<file path="src/design/bapst_pkg.sv">
// ----------------------------------------------------------------------------
// bapst_pkg
// Shared types and constants for the button to pedal and steering block.
// ----------------------------------------------------------------------------
package bapst_pkg;

   // tick counter width default
   localparam int TICK_COUNT_WIDTH = 16;

   // configuration port geometry
   localparam int CSR_DATA_WIDTH  = 16;
   localparam int CSR_INDEX_WIDTH = 3;

   // adjustment step and centering shift
   localparam logic [7:0] ADJ_STEP     = 8'd2;
   localparam int         RETURN_SHIFT = 4;

   // register reset values
   localparam logic [7:0]  PEDAL_MIN_RESET     = 8'd32;
   localparam logic [7:0]  PEDAL_MAX_RESET     = 8'd144;
   localparam logic [7:0]  STEER_MIN_RESET     = 8'd51;
   localparam logic [7:0]  STEER_MAX_RESET     = 8'd203;
   localparam logic [7:0]  STEER_CENTER_RESET  = 8'd128;
   localparam logic [15:0] DEBOUNCE_RESET      = 16'd400;
   localparam logic [15:0] REPEAT_DELAY_RESET  = 16'd6000;
   localparam logic [15:0] REPEAT_RATE_RESET   = 16'd620;

   // state reset values
   localparam logic [7:0] PEDAL_VALUE_RESET  = 8'd144;
   localparam logic [7:0] PEDAL_TARGET_RESET = 8'd32;
   localparam logic [7:0] STEER_VALUE_RESET  = 8'd128;

   typedef enum logic [CSR_INDEX_WIDTH-1:0] {
      CSR_PEDAL_MIN    = 3'd0,
      CSR_PEDAL_MAX    = 3'd1,
      CSR_STEER_MIN    = 3'd2,
      CSR_STEER_MAX    = 3'd3,
      CSR_STEER_CENTER = 3'd4,
      CSR_DEBOUNCE     = 3'd5,
      CSR_REPEAT_DELAY = 3'd6,
      CSR_REPEAT_RATE  = 3'd7
   } csr_index_type;

   typedef struct packed {
      logic [7:0]  pedal_min;
      logic [7:0]  pedal_max;
      logic [7:0]  steer_min;
      logic [7:0]  steer_max;
      logic [7:0]  steer_center;
      logic [15:0] debounce_ticks;
      logic [15:0] repeat_delay_ticks;
      logic [15:0] repeat_rate_ticks;
   } cfg_type;

   typedef struct packed {
      logic accel;
      logic shift;
      logic brake;
      logic up;
      logic down;
      logic left;
      logic right;
   } btn_type;

   // raise target by one step, capped at max
   function automatic logic [7:0] target_raise(input logic [7:0] t, input logic [7:0] hi);
      logic [8:0] s;
      s = {1'b0, t} + {1'b0, ADJ_STEP};
      return (s > {1'b0, hi}) ? hi : s[7:0];
   endfunction

   // lower target by one step, stopping at min
   function automatic logic [7:0] target_lower(input logic [7:0] t, input logic [7:0] lo);
      logic [8:0] floor_v;
      floor_v = {1'b0, lo} + {1'b0, ADJ_STEP};
      return ({1'b0, t} >= floor_v) ? (t - ADJ_STEP) : lo;
   endfunction

endpackage

</file>
<file path="src/design/bapst_repeat.sv">
// ----------------------------------------------------------------------------
// bapst_repeat
// Press and auto-repeat tracker for one target adjust button.
// ----------------------------------------------------------------------------
module bapst_repeat #(
   parameter int TICK_COUNT_WIDTH = bapst_pkg::TICK_COUNT_WIDTH
) (
   input  logic        clock,
   input  logic        reset,
   input  logic        en,
   input  logic        pressed,
   input  logic        armed,
   input  logic [15:0] delay_ticks,
   input  logic [15:0] rate_ticks,
   output logic        fire
);

   localparam int CW = (TICK_COUNT_WIDTH > 16) ? TICK_COUNT_WIDTH : 16;

   logic                        held_ff, held_in;
   logic                        rep_ff, rep_in;
   logic [TICK_COUNT_WIDTH-1:0] elapsed_ff, elapsed_in;
   logic [TICK_COUNT_WIDTH-1:0] elapsed_inc;
   logic [15:0]                 thr;

   always_comb begin
      held_in     = held_ff;
      rep_in      = rep_ff;
      elapsed_in  = elapsed_ff;
      fire        = 1'b0;
      elapsed_inc = (&elapsed_ff) ? elapsed_ff : elapsed_ff + 1'b1;
      thr         = rep_ff ? rate_ticks : delay_ticks;
      if (pressed) begin
         if (!held_ff) begin
            fire       = armed;
            held_in    = 1'b1;
            rep_in     = 1'b0;
            elapsed_in = '0;
         end else if (armed && (CW'(elapsed_inc) >= CW'(thr))) begin
            fire       = 1'b1;
            rep_in     = 1'b1;
            elapsed_in = '0;
         end else begin
            elapsed_in = elapsed_inc;
         end
      end else begin
         held_in = 1'b0;
         rep_in  = 1'b0;
      end
   end

   always_ff @(posedge clock) begin
      if (reset) begin
         held_ff    <= 1'b0;
         rep_ff     <= 1'b0;
         elapsed_ff <= '0;
      end else if (en) begin
         held_ff    <= held_in;
         rep_ff     <= rep_in;
         elapsed_ff <= elapsed_in;
      end
   end

endmodule

</file>
<file path="src/design/bapst_pedal.sv">
// ----------------------------------------------------------------------------
// bapst_pedal
// Pedal target tracking, idle force and ramp, with up and down adjust.
// ----------------------------------------------------------------------------
module bapst_pedal #(
   parameter int TICK_COUNT_WIDTH = bapst_pkg::TICK_COUNT_WIDTH
) (
   input  logic               clock,
   input  logic               reset,
   input  logic               en,
   input  bapst_pkg::cfg_type cfg,
   input  bapst_pkg::btn_type btn,
   output logic [7:0]         level_in,
   output logic               written_in
);

   logic       accel_held_ff;
   logic [7:0] value_ff, value_in;
   logic [7:0] target_ff, target_in;
   logic [7:0] target_edge;
   logic [7:0] value_edge;
   logic [7:0] target_up;
   logic [8:0] ramp;
   logic       up_fire, down_fire;

   bapst_repeat #(.TICK_COUNT_WIDTH(TICK_COUNT_WIDTH)) u_up (
      .clock       (clock),
      .reset       (reset),
      .en          (en),
      .pressed     (btn.up),
      .armed       (btn.accel),
      .delay_ticks (cfg.repeat_delay_ticks),
      .rate_ticks  (cfg.repeat_rate_ticks),
      .fire        (up_fire)
   );

   bapst_repeat #(.TICK_COUNT_WIDTH(TICK_COUNT_WIDTH)) u_down (
      .clock       (clock),
      .reset       (reset),
      .en          (en),
      .pressed     (btn.down),
      .armed       (btn.accel),
      .delay_ticks (cfg.repeat_delay_ticks),
      .rate_ticks  (cfg.repeat_rate_ticks),
      .fire        (down_fire)
   );

   always_comb begin
      target_edge = target_ff;
      value_edge  = value_ff;
      written_in  = 1'b0;
      ramp        = {1'b0, value_ff};
      // accelerate edges, idle force while released
      if (btn.accel) begin
         if (!accel_held_ff) begin
            target_edge = cfg.pedal_max;
         end
      end else if (accel_held_ff) begin
         target_edge = cfg.pedal_min;
      end else begin
         value_edge = (cfg.pedal_min > cfg.pedal_max) ? cfg.pedal_max : cfg.pedal_min;
         written_in = 1'b1;
      end
      // ramp toward target, capped at max
      value_in = value_edge;
      if (value_edge != target_edge) begin
         if (value_edge < target_edge) begin
            ramp = {1'b0, value_edge} + {1'b0, bapst_pkg::ADJ_STEP};
            if (ramp > {1'b0, target_edge}) begin
               ramp = {1'b0, target_edge};
            end
         end else if ({1'b0, value_edge} >=
                      ({1'b0, target_edge} + {1'b0, bapst_pkg::ADJ_STEP})) begin
            ramp = {1'b0, value_edge - bapst_pkg::ADJ_STEP};
         end else begin
            ramp = {1'b0, target_edge};
         end
         value_in   = (ramp > {1'b0, cfg.pedal_max}) ? cfg.pedal_max : ramp[7:0];
         written_in = 1'b1;
      end
      // adjust buttons move the target for the next tick
      target_up = up_fire ? bapst_pkg::target_raise(target_edge, cfg.pedal_max)
                          : target_edge;
      target_in = down_fire ? bapst_pkg::target_lower(target_up, cfg.pedal_min)
                            : target_up;
      level_in  = value_in;
   end

   always_ff @(posedge clock) begin
      if (reset) begin
         accel_held_ff <= 1'b0;
         value_ff      <= bapst_pkg::PEDAL_VALUE_RESET;
         target_ff     <= bapst_pkg::PEDAL_TARGET_RESET;
      end else if (en) begin
         accel_held_ff <= btn.accel;
         value_ff      <= value_in;
         target_ff     <= target_in;
      end
   end

endmodule

</file>
<file path="src/design/bapst_shift.sv">
// ----------------------------------------------------------------------------
// bapst_shift
// Shift button debounce and toggle latch driving the shift pin.
// ----------------------------------------------------------------------------
module bapst_shift #(
   parameter int TICK_COUNT_WIDTH = bapst_pkg::TICK_COUNT_WIDTH
) (
   input  logic        clock,
   input  logic        reset,
   input  logic        en,
   input  logic [15:0] debounce_ticks,
   input  logic        shift,
   output logic        pin_in
);

   localparam int CW = (TICK_COUNT_WIDTH > 16) ? TICK_COUNT_WIDTH : 16;

   logic                        raw_last_ff;
   logic [TICK_COUNT_WIDTH-1:0] count_ff, count_in;
   logic                        confirmed_ff, confirmed_in;
   logic                        latch_ff, latch_in;
   logic                        pin_ff;

   always_comb begin
      confirmed_in = confirmed_ff;
      latch_in     = latch_ff;
      pin_in       = pin_ff;
      if (shift != raw_last_ff) begin
         count_in = '0;
      end else begin
         count_in = (&count_ff) ? count_ff : count_ff + 1'b1;
      end
      if ((CW'(count_in) == CW'(debounce_ticks)) && (shift != confirmed_ff)) begin
         confirmed_in = shift;
         if (shift) begin
            latch_in = ~latch_ff;
            pin_in   = ~latch_ff;
         end
      end
   end

   always_ff @(posedge clock) begin
      if (reset) begin
         raw_last_ff  <= 1'b0;
         count_ff     <= '0;
         confirmed_ff <= 1'b0;
         latch_ff     <= 1'b1;
         pin_ff       <= 1'b0;
      end else if (en) begin
         raw_last_ff  <= shift;
         count_ff     <= count_in;
         confirmed_ff <= confirmed_in;
         latch_ff     <= latch_in;
         pin_ff       <= pin_in;
      end
   end

endmodule

</file>
<file path="src/design/bapst_steer.sv">
// ----------------------------------------------------------------------------
// bapst_steer
// Steering level stepping within limits and spring back to center.
// ----------------------------------------------------------------------------
module bapst_steer (
   input  logic               clock,
   input  logic               reset,
   input  logic               en,
   input  bapst_pkg::cfg_type cfg,
   input  logic               left,
   input  logic               right,
   output logic [7:0]         level_in,
   output logic               written_in
);

   logic [7:0] value_ff;
   logic [7:0] after_right;
   logic [7:0] after_left;
   logic [7:0] lowered;
   logic [8:0] raised;
   logic [7:0] distance;
   logic [7:0] st;

   always_comb begin
      written_in = left | right;
      // right first, then left
      raised      = {1'b0, value_ff} + {1'b0, bapst_pkg::ADJ_STEP};
      after_right = right ? ((raised > {1'b0, cfg.steer_max}) ? cfg.steer_max : raised[7:0])
                          : value_ff;
      lowered     = ({1'b0, after_right} >=
                     ({1'b0, cfg.steer_min} + {1'b0, bapst_pkg::ADJ_STEP}))
                    ? (after_right - bapst_pkg::ADJ_STEP) : cfg.steer_min;
      after_left  = left ? ((lowered > cfg.steer_max) ? cfg.steer_max : lowered)
                         : after_right;
      // centering step is distance over sixteen, at least one
      distance = (value_ff > cfg.steer_center) ? (value_ff - cfg.steer_center)
                                               : (cfg.steer_center - value_ff);
      st       = distance >> bapst_pkg::RETURN_SHIFT;
      if (st == 8'd0) begin
         st = 8'd1;
      end
      level_in = after_left;
      if (!left && !right && (value_ff != cfg.steer_center)) begin
         written_in = 1'b1;
         if (distance <= st) begin
            level_in = cfg.steer_center;
         end else if (value_ff > cfg.steer_center) begin
            level_in = value_ff - st;
         end else begin
            level_in = value_ff + st;
         end
      end
   end

   always_ff @(posedge clock) begin
      if (reset) begin
         value_ff <= bapst_pkg::STEER_VALUE_RESET;
      end else if (en) begin
         value_ff <= level_in;
      end
   end

endmodule

</file>
<file path="src/design/button_to_analog_pedal_steer.sv">
// ----------------------------------------------------------------------------
// button_to_analog_pedal_steer
// Turns seven button levels per tick into pedal and steering converter codes
// and the shift and brake pin levels.
// ----------------------------------------------------------------------------
// One item is one polling tick of the buttons; each item gives exactly one
// result. An item is taken into an input register, processed by the pedal,
// shift and steering logic, and its result lands in an output register, so
// a new item can be accepted every cycle unless rsp_stall holds the output
// register: throughput is one item per clock. A result reaches the outputs
// through the input register and then the output register. The pace is set
// by the tick update, a short chain of 9-bit adds and compares per channel
// plus a four-bit shift for centering.
// The output register holds a result while rsp_stall is high; the input
// register keeps accepting behind it until both are full. The configuration
// registers come out of reset with their default values, so no clearing pass
// is needed after reset. They are written through csr_write/csr_index/csr_data
// by the user, only while the block is idle; the block does not enforce this.
// ----------------------------------------------------------------------------
module button_to_analog_pedal_steer #(
   parameter int TICK_COUNT_WIDTH = bapst_pkg::TICK_COUNT_WIDTH
) (
   input  logic                                  clock,
   input  logic                                  reset,
   // configuration write port
   input  logic                                  csr_write,
   input  logic [bapst_pkg::CSR_INDEX_WIDTH-1:0] csr_index,
   input  logic [bapst_pkg::CSR_DATA_WIDTH-1:0]  csr_data,
   // tick items in
   input  logic                                  req_valid,
   output logic                                  req_stall,
   input  logic                                  req_accel_button,
   input  logic                                  req_shift_button,
   input  logic                                  req_brake_button,
   input  logic                                  req_up_button,
   input  logic                                  req_down_button,
   input  logic                                  req_left_button,
   input  logic                                  req_right_button,
   // results out
   output logic                                  rsp_valid,
   input  logic                                  rsp_stall,
   output logic [7:0]                            rsp_pedal_level,
   output logic                                  rsp_pedal_written,
   output logic [7:0]                            rsp_steer_level,
   output logic                                  rsp_steer_written,
   output logic                                  rsp_shift_out,
   output logic                                  rsp_brake_out
);

   // configuration registers
   bapst_pkg::cfg_type cfg_ff;

   // input register
   logic               in_valid_ff;
   bapst_pkg::btn_type in_item_ff;
   bapst_pkg::btn_type req_item;

   // output register
   logic       out_valid_ff;
   logic [7:0] pedal_level_ff;
   logic       pedal_written_ff;
   logic [7:0] steer_level_ff;
   logic       steer_written_ff;
   logic       shift_out_ff;
   logic       brake_out_ff;

   // tick results from the channel logic
   logic [7:0] pedal_level_in;
   logic       pedal_written_in;
   logic [7:0] steer_level_in;
   logic       steer_written_in;
   logic       shift_out_in;

   logic advance;
   logic req_take;

   // a tick is processed when its result has somewhere to go
   assign advance   = in_valid_ff && (!out_valid_ff || !rsp_stall);
   assign req_stall = in_valid_ff && !advance;
   assign req_take  = req_valid && !req_stall;

   assign req_item = '{accel: req_accel_button,
                       shift: req_shift_button,
                       brake: req_brake_button,
                       up:    req_up_button,
                       down:  req_down_button,
                       left:  req_left_button,
                       right: req_right_button};

   // configuration writes
   always_ff @(posedge clock) begin
      if (reset) begin
         cfg_ff.pedal_min          <= bapst_pkg::PEDAL_MIN_RESET;
         cfg_ff.pedal_max          <= bapst_pkg::PEDAL_MAX_RESET;
         cfg_ff.steer_min          <= bapst_pkg::STEER_MIN_RESET;
         cfg_ff.steer_max          <= bapst_pkg::STEER_MAX_RESET;
         cfg_ff.steer_center       <= bapst_pkg::STEER_CENTER_RESET;
         cfg_ff.debounce_ticks     <= bapst_pkg::DEBOUNCE_RESET;
         cfg_ff.repeat_delay_ticks <= bapst_pkg::REPEAT_DELAY_RESET;
         cfg_ff.repeat_rate_ticks  <= bapst_pkg::REPEAT_RATE_RESET;
      end else if (csr_write) begin
         case (csr_index)
            bapst_pkg::CSR_PEDAL_MIN:    cfg_ff.pedal_min          <= csr_data[7:0];
            bapst_pkg::CSR_PEDAL_MAX:    cfg_ff.pedal_max          <= csr_data[7:0];
            bapst_pkg::CSR_STEER_MIN:    cfg_ff.steer_min          <= csr_data[7:0];
            bapst_pkg::CSR_STEER_MAX:    cfg_ff.steer_max          <= csr_data[7:0];
            bapst_pkg::CSR_STEER_CENTER: cfg_ff.steer_center       <= csr_data[7:0];
            bapst_pkg::CSR_DEBOUNCE:     cfg_ff.debounce_ticks     <= csr_data;
            bapst_pkg::CSR_REPEAT_DELAY: cfg_ff.repeat_delay_ticks <= csr_data;
            bapst_pkg::CSR_REPEAT_RATE:  cfg_ff.repeat_rate_ticks  <= csr_data;
            default: begin
            end
         endcase
      end
   end

   // input register: refills as soon as its item moves on
   always_ff @(posedge clock) begin
      if (reset) begin
         in_valid_ff <= 1'b0;
      end else if (!req_stall) begin
         in_valid_ff <= req_valid;
      end
   end

   always_ff @(posedge clock) begin
      if (req_take) begin
         in_item_ff <= req_item;
      end
   end

   // pedal target, ramp and adjust buttons
   bapst_pedal #(.TICK_COUNT_WIDTH(TICK_COUNT_WIDTH)) u_pedal (
      .clock      (clock),
      .reset      (reset),
      .en         (advance),
      .cfg        (cfg_ff),
      .btn        (in_item_ff),
      .level_in   (pedal_level_in),
      .written_in (pedal_written_in)
   );

   // shift debounce and toggle
   bapst_shift #(.TICK_COUNT_WIDTH(TICK_COUNT_WIDTH)) u_shift (
      .clock          (clock),
      .reset          (reset),
      .en             (advance),
      .debounce_ticks (cfg_ff.debounce_ticks),
      .shift          (in_item_ff.shift),
      .pin_in         (shift_out_in)
   );

   // steering
   bapst_steer u_steer (
      .clock      (clock),
      .reset      (reset),
      .en         (advance),
      .cfg        (cfg_ff),
      .left       (in_item_ff.left),
      .right      (in_item_ff.right),
      .level_in   (steer_level_in),
      .written_in (steer_written_in)
   );

   // output register
   always_ff @(posedge clock) begin
      if (reset) begin
         out_valid_ff <= 1'b0;
      end else if (advance) begin
         out_valid_ff <= 1'b1;
      end else if (!rsp_stall) begin
         out_valid_ff <= 1'b0;
      end
   end

   always_ff @(posedge clock) begin
      if (advance) begin
         pedal_level_ff   <= pedal_level_in;
         pedal_written_ff <= pedal_written_in;
         steer_level_ff   <= steer_level_in;
         steer_written_ff <= steer_written_in;
         shift_out_ff     <= shift_out_in;
         // brake pin follows its button
         brake_out_ff     <= in_item_ff.brake;
      end
   end

   assign rsp_valid         = out_valid_ff;
   assign rsp_pedal_level   = pedal_level_ff;
   assign rsp_pedal_written = pedal_written_ff;
   assign rsp_steer_level   = steer_level_ff;
   assign rsp_steer_written = steer_written_ff;
   assign rsp_shift_out     = shift_out_ff;
   assign rsp_brake_out     = brake_out_ff;

endmodule
</file>
<file path="config.mk">
export PLATFORM = sky130hd
export DESIGN_NAME = button_to_analog_pedal_steer
export DESIGN_NICKNAME = d
export VERILOG_FILES = /design/src/design/bapst_pkg.sv /design/src/design/bapst_repeat.sv /design/src/design/bapst_pedal.sv /design/src/design/bapst_shift.sv /design/src/design/bapst_steer.sv /design/src/design/button_to_analog_pedal_steer.sv
export SDC_FILE = /design/constraint.sdc
export NUM_CORES = 1
export LEC_CHECK = 0
export CAP_MARGIN = 20
export CORE_ASPECT_RATIO = 0.8
export CORE_UTILIZATION = 50
export CTS_BUF_LIST = sky130_fd_sc_hd__clkbuf_8
export DETAILED_ROUTE_END_ITERATION = 16
export DONT_BUFFER_PORTS = 1
export PLACE_DENSITY = 0.65
export SYNTH_ARGS = -nofsm -noshare
export SYNTH_HDL_FRONTEND = slang
export SYNTH_SLANG_ARGS = --single-unit
</file>
<file path="constraint.sdc">
create_clock -name clock -period 11.65 [get_ports clock]
set_clock_uncertainty 0.05 [all_clocks]
set_input_delay 3.495 -clock clock [delete_from_list [all_inputs] [get_ports clock]]
set_output_delay 3.495 -clock clock [all_outputs]
set_load 0.05 [all_outputs]
</file>
; ---- Word level (Yosys, flattened, before mapping)
; Cells that the tools add are included.
[op_classes]
addsub = 15
mul = 0
n_div = 0
n_lt_le_gt_ge = 14
eq_ne = 15
shifts = 0
mux = 56
bitwise = 2
n_reduce_logical = 34
[op_table]
columns = op, count
row1 = $mux W8, 22
row2 = $mux W16, 10
row3 = $add A16 B1 Y16 const B, 3
row4 = $reduce_and A16 Y1, 3
row5 = $add A8 B2 Y9 const B, 5
row6 = $gt A9 B8 Y1, 4
row7 = $ge A16 B16 Y1, 2
row8 = $ge A8 B9 Y1, 3
row9 = $mux W9, 3
row10 = $reduce_and A2 Y1, 13
row11 = $gt A8 B8 Y1, 3
row12 = $sub A8 B2 Y8 const B, 3
row13 = $sub A8 B8 Y8, 3
row14 = $mux W1, 20
row15 = $eq A16 B16 Y1, 1
row16 = $ne A8 B8 Y1, 2
row17 = $eq A3 B3 Y1 const B, 4
row18 = $add A8 B8 Y8, 1
row19 = $le A8 B8 Y1, 1
row20 = $logic_and A1 B1 Y1, 8
row21 = $logic_not A8 Y1, 1
row22 = $lt A8 B8 Y1, 1
row23 = $eq A3 B2 Y1 const B, 2
row24 = $logic_not A1 Y1, 6
row25 = 10 further kinds, 12
[totals]
ff_bits = 198
latch_bits = 0
mem_bits_rw = 0
mem_bits_ro = 0
input_bits = 31
output_inout_bits = 22
elab_cells = 174
mem_count = 0

; ---- Longest topological paths before layout
; Gate-level depths: netlist of run 1.
[logic_depth]
ltp_word = 12
depth_mapped = 33
depth_no_buf = 32

; ---- By module
; Synthesis of run 1 repeated with hierarchy kept, for this count alone.
[unflattened]
cells_unflattened = 1975
area_unflattened_um2 = 16528.4
[modules_own_cells]
columns = module, instances, cells_per_inst, area_per_inst_um2, seq_area_each_um2
row1 = button_to_analog_pedal_steer, 1, 367, 4395.5, 2612.5
row2 = bapst_pedal, 1, 520, 3865.0, 340.3
row3 = bapst_repeat, 2, 207, 1640.3, 360.3
row4 = bapst_steer, 1, 430, 3158.0, 160.2
row5 = bapst_shift, 1, 244, 1829.3, 400.4

; ---- Least setup slack after synthesis of run 1
; OpenSTA, ideal clock, no wires.
[synth_timing]
path_type = input port to output port
from = input rsp_stall
to = output req_stall
arrival_time_ns = 3.976
required_ns = 8.105
setup_slack_ns = 4.129
stages = 1
path_buffers = 0
path_cell_list = and3_1
[synth_via]
elab_chain_cells = 5
[synth_rtl]
columns = element, line
row1 = from (decl), button_to_analog_pedal_steer.sv:41  ; input logic rsp_stall,
row2 = $logic_not A1 Y1, n/a
row3 = $logic_or A1 B1 Y1, button_to_analog_pedal_steer.sv:78  ; assign advance = in_valid_ff && (!out_valid_ff || !rsp_stall);
row4 = $logic_and A1 B1 Y1, button_to_analog_pedal_steer.sv:78
row5 = $logic_not A1 Y1, button_to_analog_pedal_steer.sv:79  ; assign req_stall = in_valid_ff && !advance;
row6 = $logic_and A1 B1 Y1, button_to_analog_pedal_steer.sv:79
row7 = to (decl), button_to_analog_pedal_steer.sv:31  ; output logic req_stall,
; Every way passes these cells.

; ---- Worst setup path after layout of run 1
[layout_timing]
from = register u_steer.value_ff[1]
to = register steer_level_ff[5] (netlist: rsp_steer_level[5]) (data pin)
[layout_via]
elab_chain_cells = 10
elab_cells_between_ends = 24
classes_between = add/sub: 6 / order compare: 5 / eq/ne: 1 / mux: 10 / reduce/logical: 2
[layout_rtl]
columns = element, line
row1 = from (decl), bapst_steer.sv:16  ; logic [7:0] value_ff;
row2 = from (signal assigned), bapst_steer.sv:57  ; value_ff <= bapst_pkg::STEER_VALUE_RESET;
row3 = from (signal assigned), bapst_steer.sv:59  ; value_ff <= level_in;
row4 = $add A8 B2 Y9, bapst_steer.sv:27  ; raised = {1'b0, value_ff} + {1'b0, bapst_pkg::ADJ_STEP};
row5 = $gt A9 B8 Y1, bapst_steer.sv:28  ; after_right = right ? ((raised > {1'b0, cfg.steer_max}) ? cfg.steer_max : raised[7:0])
row6 = $mux W8 (2 in series), bapst_steer.sv:28
row7 = $sub A8 B2 Y8 or $ge A8 B9 Y1 (tied branches), "bapst_steer.sv:32, bapst_steer.sv:30"
row8 = $mux W8, bapst_steer.sv:32  ; ? (after_right - bapst_pkg::ADJ_STEP) : cfg.steer_min;
row9 = $gt A8 B8 Y1, bapst_steer.sv:33  ; after_left = left ? ((lowered > cfg.steer_max) ? cfg.steer_max : lowered)
row10 = $mux W8 (2 in series), bapst_steer.sv:33
row11 = $mux W8 (*), bapst_steer.sv:43  ; if (!left && !right && (value_ff != cfg.steer_center)) begin
row12 = net steer_level_in[5], button_to_analog_pedal_steer.sv:70  ; logic [7:0] steer_level_in;
row13 = to (signal assigned), button_to_analog_pedal_steer.sv:180  ; steer_level_ff <= steer_level_in;
row14 = to (decl), button_to_analog_pedal_steer.sv:62  ; logic [7:0] steer_level_ff;
; The timed path passes the listed nets; every way through them passes the cells marked *.
; A chain may end at the register's enable or synchronous reset.

==> impl_metrics.tcl, run 1 <==
set metrics [dict create \
    ys_seq_elements 198 \
    fin_crit_ns 7.622 \
    tns_ns 0 \
    p_sw_share_pct 43.08 \
    status "completed" \
    netlist_instances 1937 \
    dp.cells 2269 \
    cts_tree "yes" \
    initial_utilization_pct 50.80 \
    post-dp-hpwl_um 31780 \
    n_antenna_cell 0 \
    clock_power_share_pct 20.2 \
    die_w_um 198.2 \
    slew_violations 0 \
    final_common_cell "nand2_1" \
    cts_hold_buf 0 \
    avgSynthCellArea_um2 7.950 \
    finalPower_mw 2.425 \
    final_core_util_pct 53.02 \
    crit_start "u_steer.value_ff[1]" \
    worstReg2RegStart "u_steer.value_ff[1]" \
    timing.slew.headroom_pct 31.03 \
    syn_nets 2120 \
    grt_util_all_layers_pct 27.69 \
    cpPeakStageDelay_ns 0.57 \
    power_density_nw_per_um2 150.9 \
    power_leakage_nw 6.361 \
    power.net_switching_mw 1.045 \
    stdcell_area_um2 16070 \
    synth_cell_types 102 \
    ir_drop_v 0.00009355 \
    cts-root-buf "clkbuf_8" \
    cpMaxStageDelayCell "dfxtp_1" \
    hold_violations 0 \
    holdWs_ns 0.4219 \
    die_h_um 159.0 \
    pre_cts_slack_ns 4.118 \
    cts_resized 0 \
    hp-class "reg2reg" \
    worst_pin_slew_ns 1.026 \
    dieArea_um2 31510 \
    finalSetupViolCount 0 \
    syn_to_final_growth_pct 4.355 \
    drt-pass1-iter-count 5 \
    route.detailed.drc 0 \
    drive_gt1_share_pct 5.341 \
    clock_latency_ns 0.54 \
    path_max_fanout 16 \
    yosysWarningCount 0 \
    cts_num_sinks 198 \
    wl_per_cell_um 18.80 \
    grt_first_pass_wirelength_um 69690 \
    synth-edff-count 27 \
    io_buffers 0 \
    maxCapViolations 0 \
    combPwrFrac_pct 45.4 \
    path_class "reg2reg" \
    placed_cell_area_um2 15610 \
    cts_buffers 17 \
    internal_power_mw 1.380 \
    clk_path_buf_depth 2 \
    power_frac_seq_pct 34.4 \
    end_kind "flop" \
    ff2ff_path_depth 28 \
    std_cell_rows 57 \
    rsz0062_at_grt "no" \
    cp.depth 28 \
    fmax_mhz 131.2 \
    hold_depth 2 \
    ys.flop_type "dfxtp_1" \
    path_common_cell "ha_1" \
    regToRegSetupSlack_ns 4.03 \
    holdCritStartpoint "u_pedal.target_ff[0]" \
    core-area_um2 30310 \
    layout.nets 2061 \
    clkTransAtPathRegs_ns 0.12 \
    min_period_over_period_pct 65.42 \
    h-tree-depth 4 \
    detail-route-antenna-nets 0 \
    cp.buffers_inverters 1 \
    grt_overflow 0 \
    layout_setup_ws_ns 4.028 \
    cp.arrival_ns 7.96 \
    antenna_found_initial 0 \
    place_congestion 0.9571 \
    cp.required_ns 11.99 \
    grt_pass1_vias 12920 \
    grt_max_degree 173 \
    drt-total-wl_um 43310 \
    final_cells 2304 \
    layout_common_cells "nand2_1 (295), a21oi_1 (174), dfxtp_1 (171), nor2_1 (163), ha_1 (149)" \
    ys_seq_area_share_pct 27.50 \
    ios 53 \
    async_reset_ff_share_pct 0 \
    vias_per_cell 6.092 \
    post_synth_instance_area_um2 15400 \
    vias 14040 \
    critPathLaunchType "flop" \
    drt_iter0_drc 1304 \
    post_cts_buffers 0 \
    cpLargestDelayFamily "compound AO/OA/AOI/OAI gates" \
]
## routing by layer
metal | part of all wire (%) | track usage (%) | vias to the layer above | wire length, um
met5 | 0 | 0 | - | 0
met4 | 2.3 | 8.668 | 0 | 992
met3 | 7.0 | 4.893 | 72 | 3022
met1 | 48 | 40.28 | 6607 | 20760
met2 | 43 | 41.20 | 481 | 18530
li1 | - | - | 6877 | -
## cell families after synthesis
group / share of synthesized area (%)
flops: 27.50
buf+inv: 4.883
mux: 5.582
simple gates: 23.19
fa+ha+maj: 12.50
compound gates: 21.48
xor+xnor: 4.867
## synth_stat cells, types with 27 or more instances
library cell  count  area share (%)
inv_1            86             2.1
mux2i_1          71             4.6
a21o_1           29             1.4
nor3_1           33             1.1
nor2_1          163             4.0
clkbuf_1         62             1.5
nand3b_1         30             1.5
a21oi_1         174             5.7
a22oi_1          36             1.8
nand2_1         295             7.2
o21ai_0          65             2.1
xnor2_1          58             3.3
nand4_1          32             1.3
nand3_1          55             1.8
edfxtp_1         27             5.3
ha_1            149              12
dfxtp_1         171              22
## final cells by class
cell class              instances  area (um2)
inverters                      90       337.8
fillers                      2895       14240
repair buffers                 15       110.1
clock buffers                  17       234.0
clock inverters                15       205.2
well taps                     413       516.7
multi-input cells            1556       10430
flip-flops and latches        198        4234
## path summary, 6_finish.rpt
check | endpoint
worst max-delay path | rsp_steer_level[5]
worst min-delay path | u_pedal.target_ff[0]
worst max register to register | rsp_steer_level[5]
worst min register to register | u_pedal.target_ff[0]
## state kept, by name, summed over array words and instances (netlist names), 7 cells and up
| register | cells |
|---|---|
| u_shift.count_ff | 16 |
| u_pedal.value_ff | 8 |
| u_pedal.u_down.elapsed_ff | 16 |
| u_pedal.target_ff | 8 |
| u_pedal.u_up.elapsed_ff | 16 |
| in_item_ff | 7 |
| u_steer.value_ff | 8 |
| rsp_steer_level | 8 |
| rsp_pedal_level | 8 |
| cfg_ff | 88 |
## power by group through the flow
| stage | logic [mW] | registers (mW) | clock network, mW |
|---|---|---|---|
| detailed placement | 1.06 | 0.850 | 0 |
| global route | 1.23 | 0.841 | 0.523 |
| global placement | 1.05 | 0.850 | 0 |
| floorplan | 0.867 | 0.833 | 0 |
| CTS | 1.07 | 0.835 | 0.499 |
| finish | 1.10 | 0.835 | 0.490 |
## worst min-delay path, stage by stage, from the launching register on
cell and delay [ns]:
dfxtp_1 0.34, nand2_1 0.06, a21oi_1 0.05
Power figures use the tool's default switching activity.
==> run 2, diff against run 1 <==
- PLACE_DENSITY: 0.65 -> 0.68
- clock period: 11.65 -> 6.73 ns (I/O delays scaled with it)
==> run 2 against run 1 <==
Compared with the run above:
- global-route usage is 2.0 points higher
- critical path depth is 1 lower
- wire length is 7.6% higher
- sequential power is 72% higher
- die area stayed put
- sequential cell count stayed put
- fmax is 19% higher
- first-iteration DRC count is 32% higher
- final cell count is 3.0% higher
- utilization is 2.2 points higher
- clock-buffer cell count is 1 higher
- setup slack worse by 3.7 ns
- critical endpoint is now rsp_steer_level[1]
==> impl_metrics.tcl, run 2 (same netlist as run 1, synthesis figures left out) <==
set metrics [dict create \
    timing.slew.headroom_pct 30.00 \
    tns_ns 0 \
    initial_utilization_pct 50.80 \
    cts_buffers 17 \
    wl_per_cell_um 19.63 \
    nFillCells 2809 \
    io_buffers 0 \
    maxCapViolations 0 \
    grt_first_pass_wirelength_um 74090 \
    internal_power_mw 2.618 \
    final_common_cell "nand2_1" \
    clk_path_buf_depth 2 \
    dp.cells 2334 \
    vias_per_cell 6.159 \
    ir_drop_v 0.0001769 \
    grt_max_degree 173 \
    cts-root-buf "clkbuf_8" \
    finalSetupViolCount 0 \
    grt_pass1_vias 13530 \
    p_sw_share_pct 41.31 \
    std_cell_rows 57 \
    place_congestion 0.9554 \
    drt-total-wl_um 46600 \
    drt_iter0_drc 1719 \
    status "completed" \
    power_density_nw_per_um2 266.4 \
    hp-class "reg2reg" \
    combPwrFrac_pct 47.9 \
    hold_violations 0 \
    largest_reg_flops 88 \
    power.net_switching_mw 1.843 \
    syn_to_final_growth_pct 8.727 \
    core-area_um2 30310 \
    worst_pin_slew_ns 1.049 \
    layout_common_cells "nand2_1 (294), a21oi_1 (172), dfxtp_1 (168), nor2_1 (161), ha_1 (146)" \
    finalPower_mw 4.460 \
    grt_util_all_layers_pct 29.71 \
    die_w_um 198.2 \
    path_max_fanout 9 \
    power_leakage_nw 6.760 \
    rsz0062_at_grt "yes" \
    route.detailed.drc 0 \
    placed_cell_area_um2 16100 \
    fin_crit_ns 6.411 \
    fmax_mhz 156.0 \
    detail-route-antenna-nets 0 \
    post-dp-hpwl_um 34710 \
    cts_num_sinks 198 \
    cp.required_ns 6.98 \
    grt_overflow 0 \
    cp.arrival_ns 6.66 \
    slew_violations 0 \
    power_frac_seq_pct 32.2 \
    drt-pass1-iter-count 6 \
    path_class "reg2reg" \
    drive_gt1_share_pct 9.893 \
    end_kind "flop" \
    ios 53 \
    vias 14620 \
    die_h_um 159.0 \
    layout_setup_ws_ns 0.3187 \
    layout.nets 2131 \
    stdcell_area_um2 16740 \
    h-tree-depth 4 \
    clkTransAtPathRegs_ns 0.09 \
    clock_latency_ns 0.51 \
    clock_power_share_pct 20.0 \
    min_period_over_period_pct 95.26 \
    critPathLaunchType "flop" \
    n_antenna_cell 0 \
    antenna_found_initial 0 \
    cts_tree "yes" \
    dieArea_um2 31510 \
    pre_cts_slack_ns -0.03904 \
    final_cells 2374 \
    top_register "cfg_ff" \
]
run 2: worst paths after layout:
kind | slack (ns) | to | cells past startpoint | from
max | 0.32 | rsp_steer_level[1] | 27 | u_steer.value_ff[4]
min | 0.38 | rsp_brake_out | 0 | in_item_ff[4]
max reg2reg | 0.32 | rsp_steer_level[1] | 27 | u_steer.value_ff[4]
min reg2reg | 0.38 | rsp_brake_out | 0 | in_item_ff[4]
run 2: worst max-delay path: stages (launching register included):
cell	delay, ns
dfxtp_1	0.49
nand2_1	0.13
nor2_1	0.20
xnor2_1	0.16
ha_1	0.28
nand4_1	0.13
a21oi_1	0.08
o41a_1	0.47
nor2_2	0.18
mux2i_1	0.19
mux2i_1	0.13
ha_1	0.35
a21o_1	0.16
a2111oi_1	0.38
o21ai_1	0.15
and3_4	0.21
buf_4	0.17
mux2_2	0.27
ha_1	0.29
a21o_1	0.16
a21o_1	0.17
a221oi_1	0.30
a31oi_2	0.14
buf_4	0.22
mux2i_1	0.13
a21oi_1	0.28
nor2_1	0.07
nor2_1	0.23
run 2: what timing repair did:
| action | in CTS | in global routing |
|---|---|---|
| pin swaps | 0 | 6 |
| resized for setup | 3 | 32 |
| buffers inserted | 0 | 7 |
| hold buffers | 0 | 0 |
| setup endpoints to repair | 3 | 40 |
run 2: routing by layer:
metal / vias to the layer above / wire (um) / GRT usage (%)
li1: 7020 / - / -
met1: 6952 / 22220 / 44.55
met2: 591 / 19730 / 43.35
met3: 59 / 3956 / 5.804
met4: 0 / 696 / 6.695
met5: - / 0 / 0
run 2: cell type report:
cell class,count,area [um2],area share [%]
clock inverter,14,197.7,1.181
multi-input combinational,1556,10540,62.98
tap,413,516.7,3.086
timing repair buffer,85,654.4,3.909
sequential,198,4240,25.33
clock buffer,18,247.7,1.480
inverter,90,341.6,2.040
run 2: power groups by stage:
stage	logic (mW)	registers, mW	clock network [mW]
after global routing	2.36	1.44	0.950
final	2.13	1.44	0.891
after floorplan	1.50	1.44	0
after detailed placement	2.02	1.46	0
after CTS	2.04	1.43	0.906
after global placement	1.98	1.46	0
run 2: per-stage QoR:
step / hold slack (ns) / utilization, %
after global placement: 0.3700 / 53.11
after floorplan: 0.3503 / -
final: 0.3838 / 55.24
after global routing: 0.3913 / 55.24
after detailed placement: 0.3622 / 53.11
after CTS: 0.3890 / 54.61
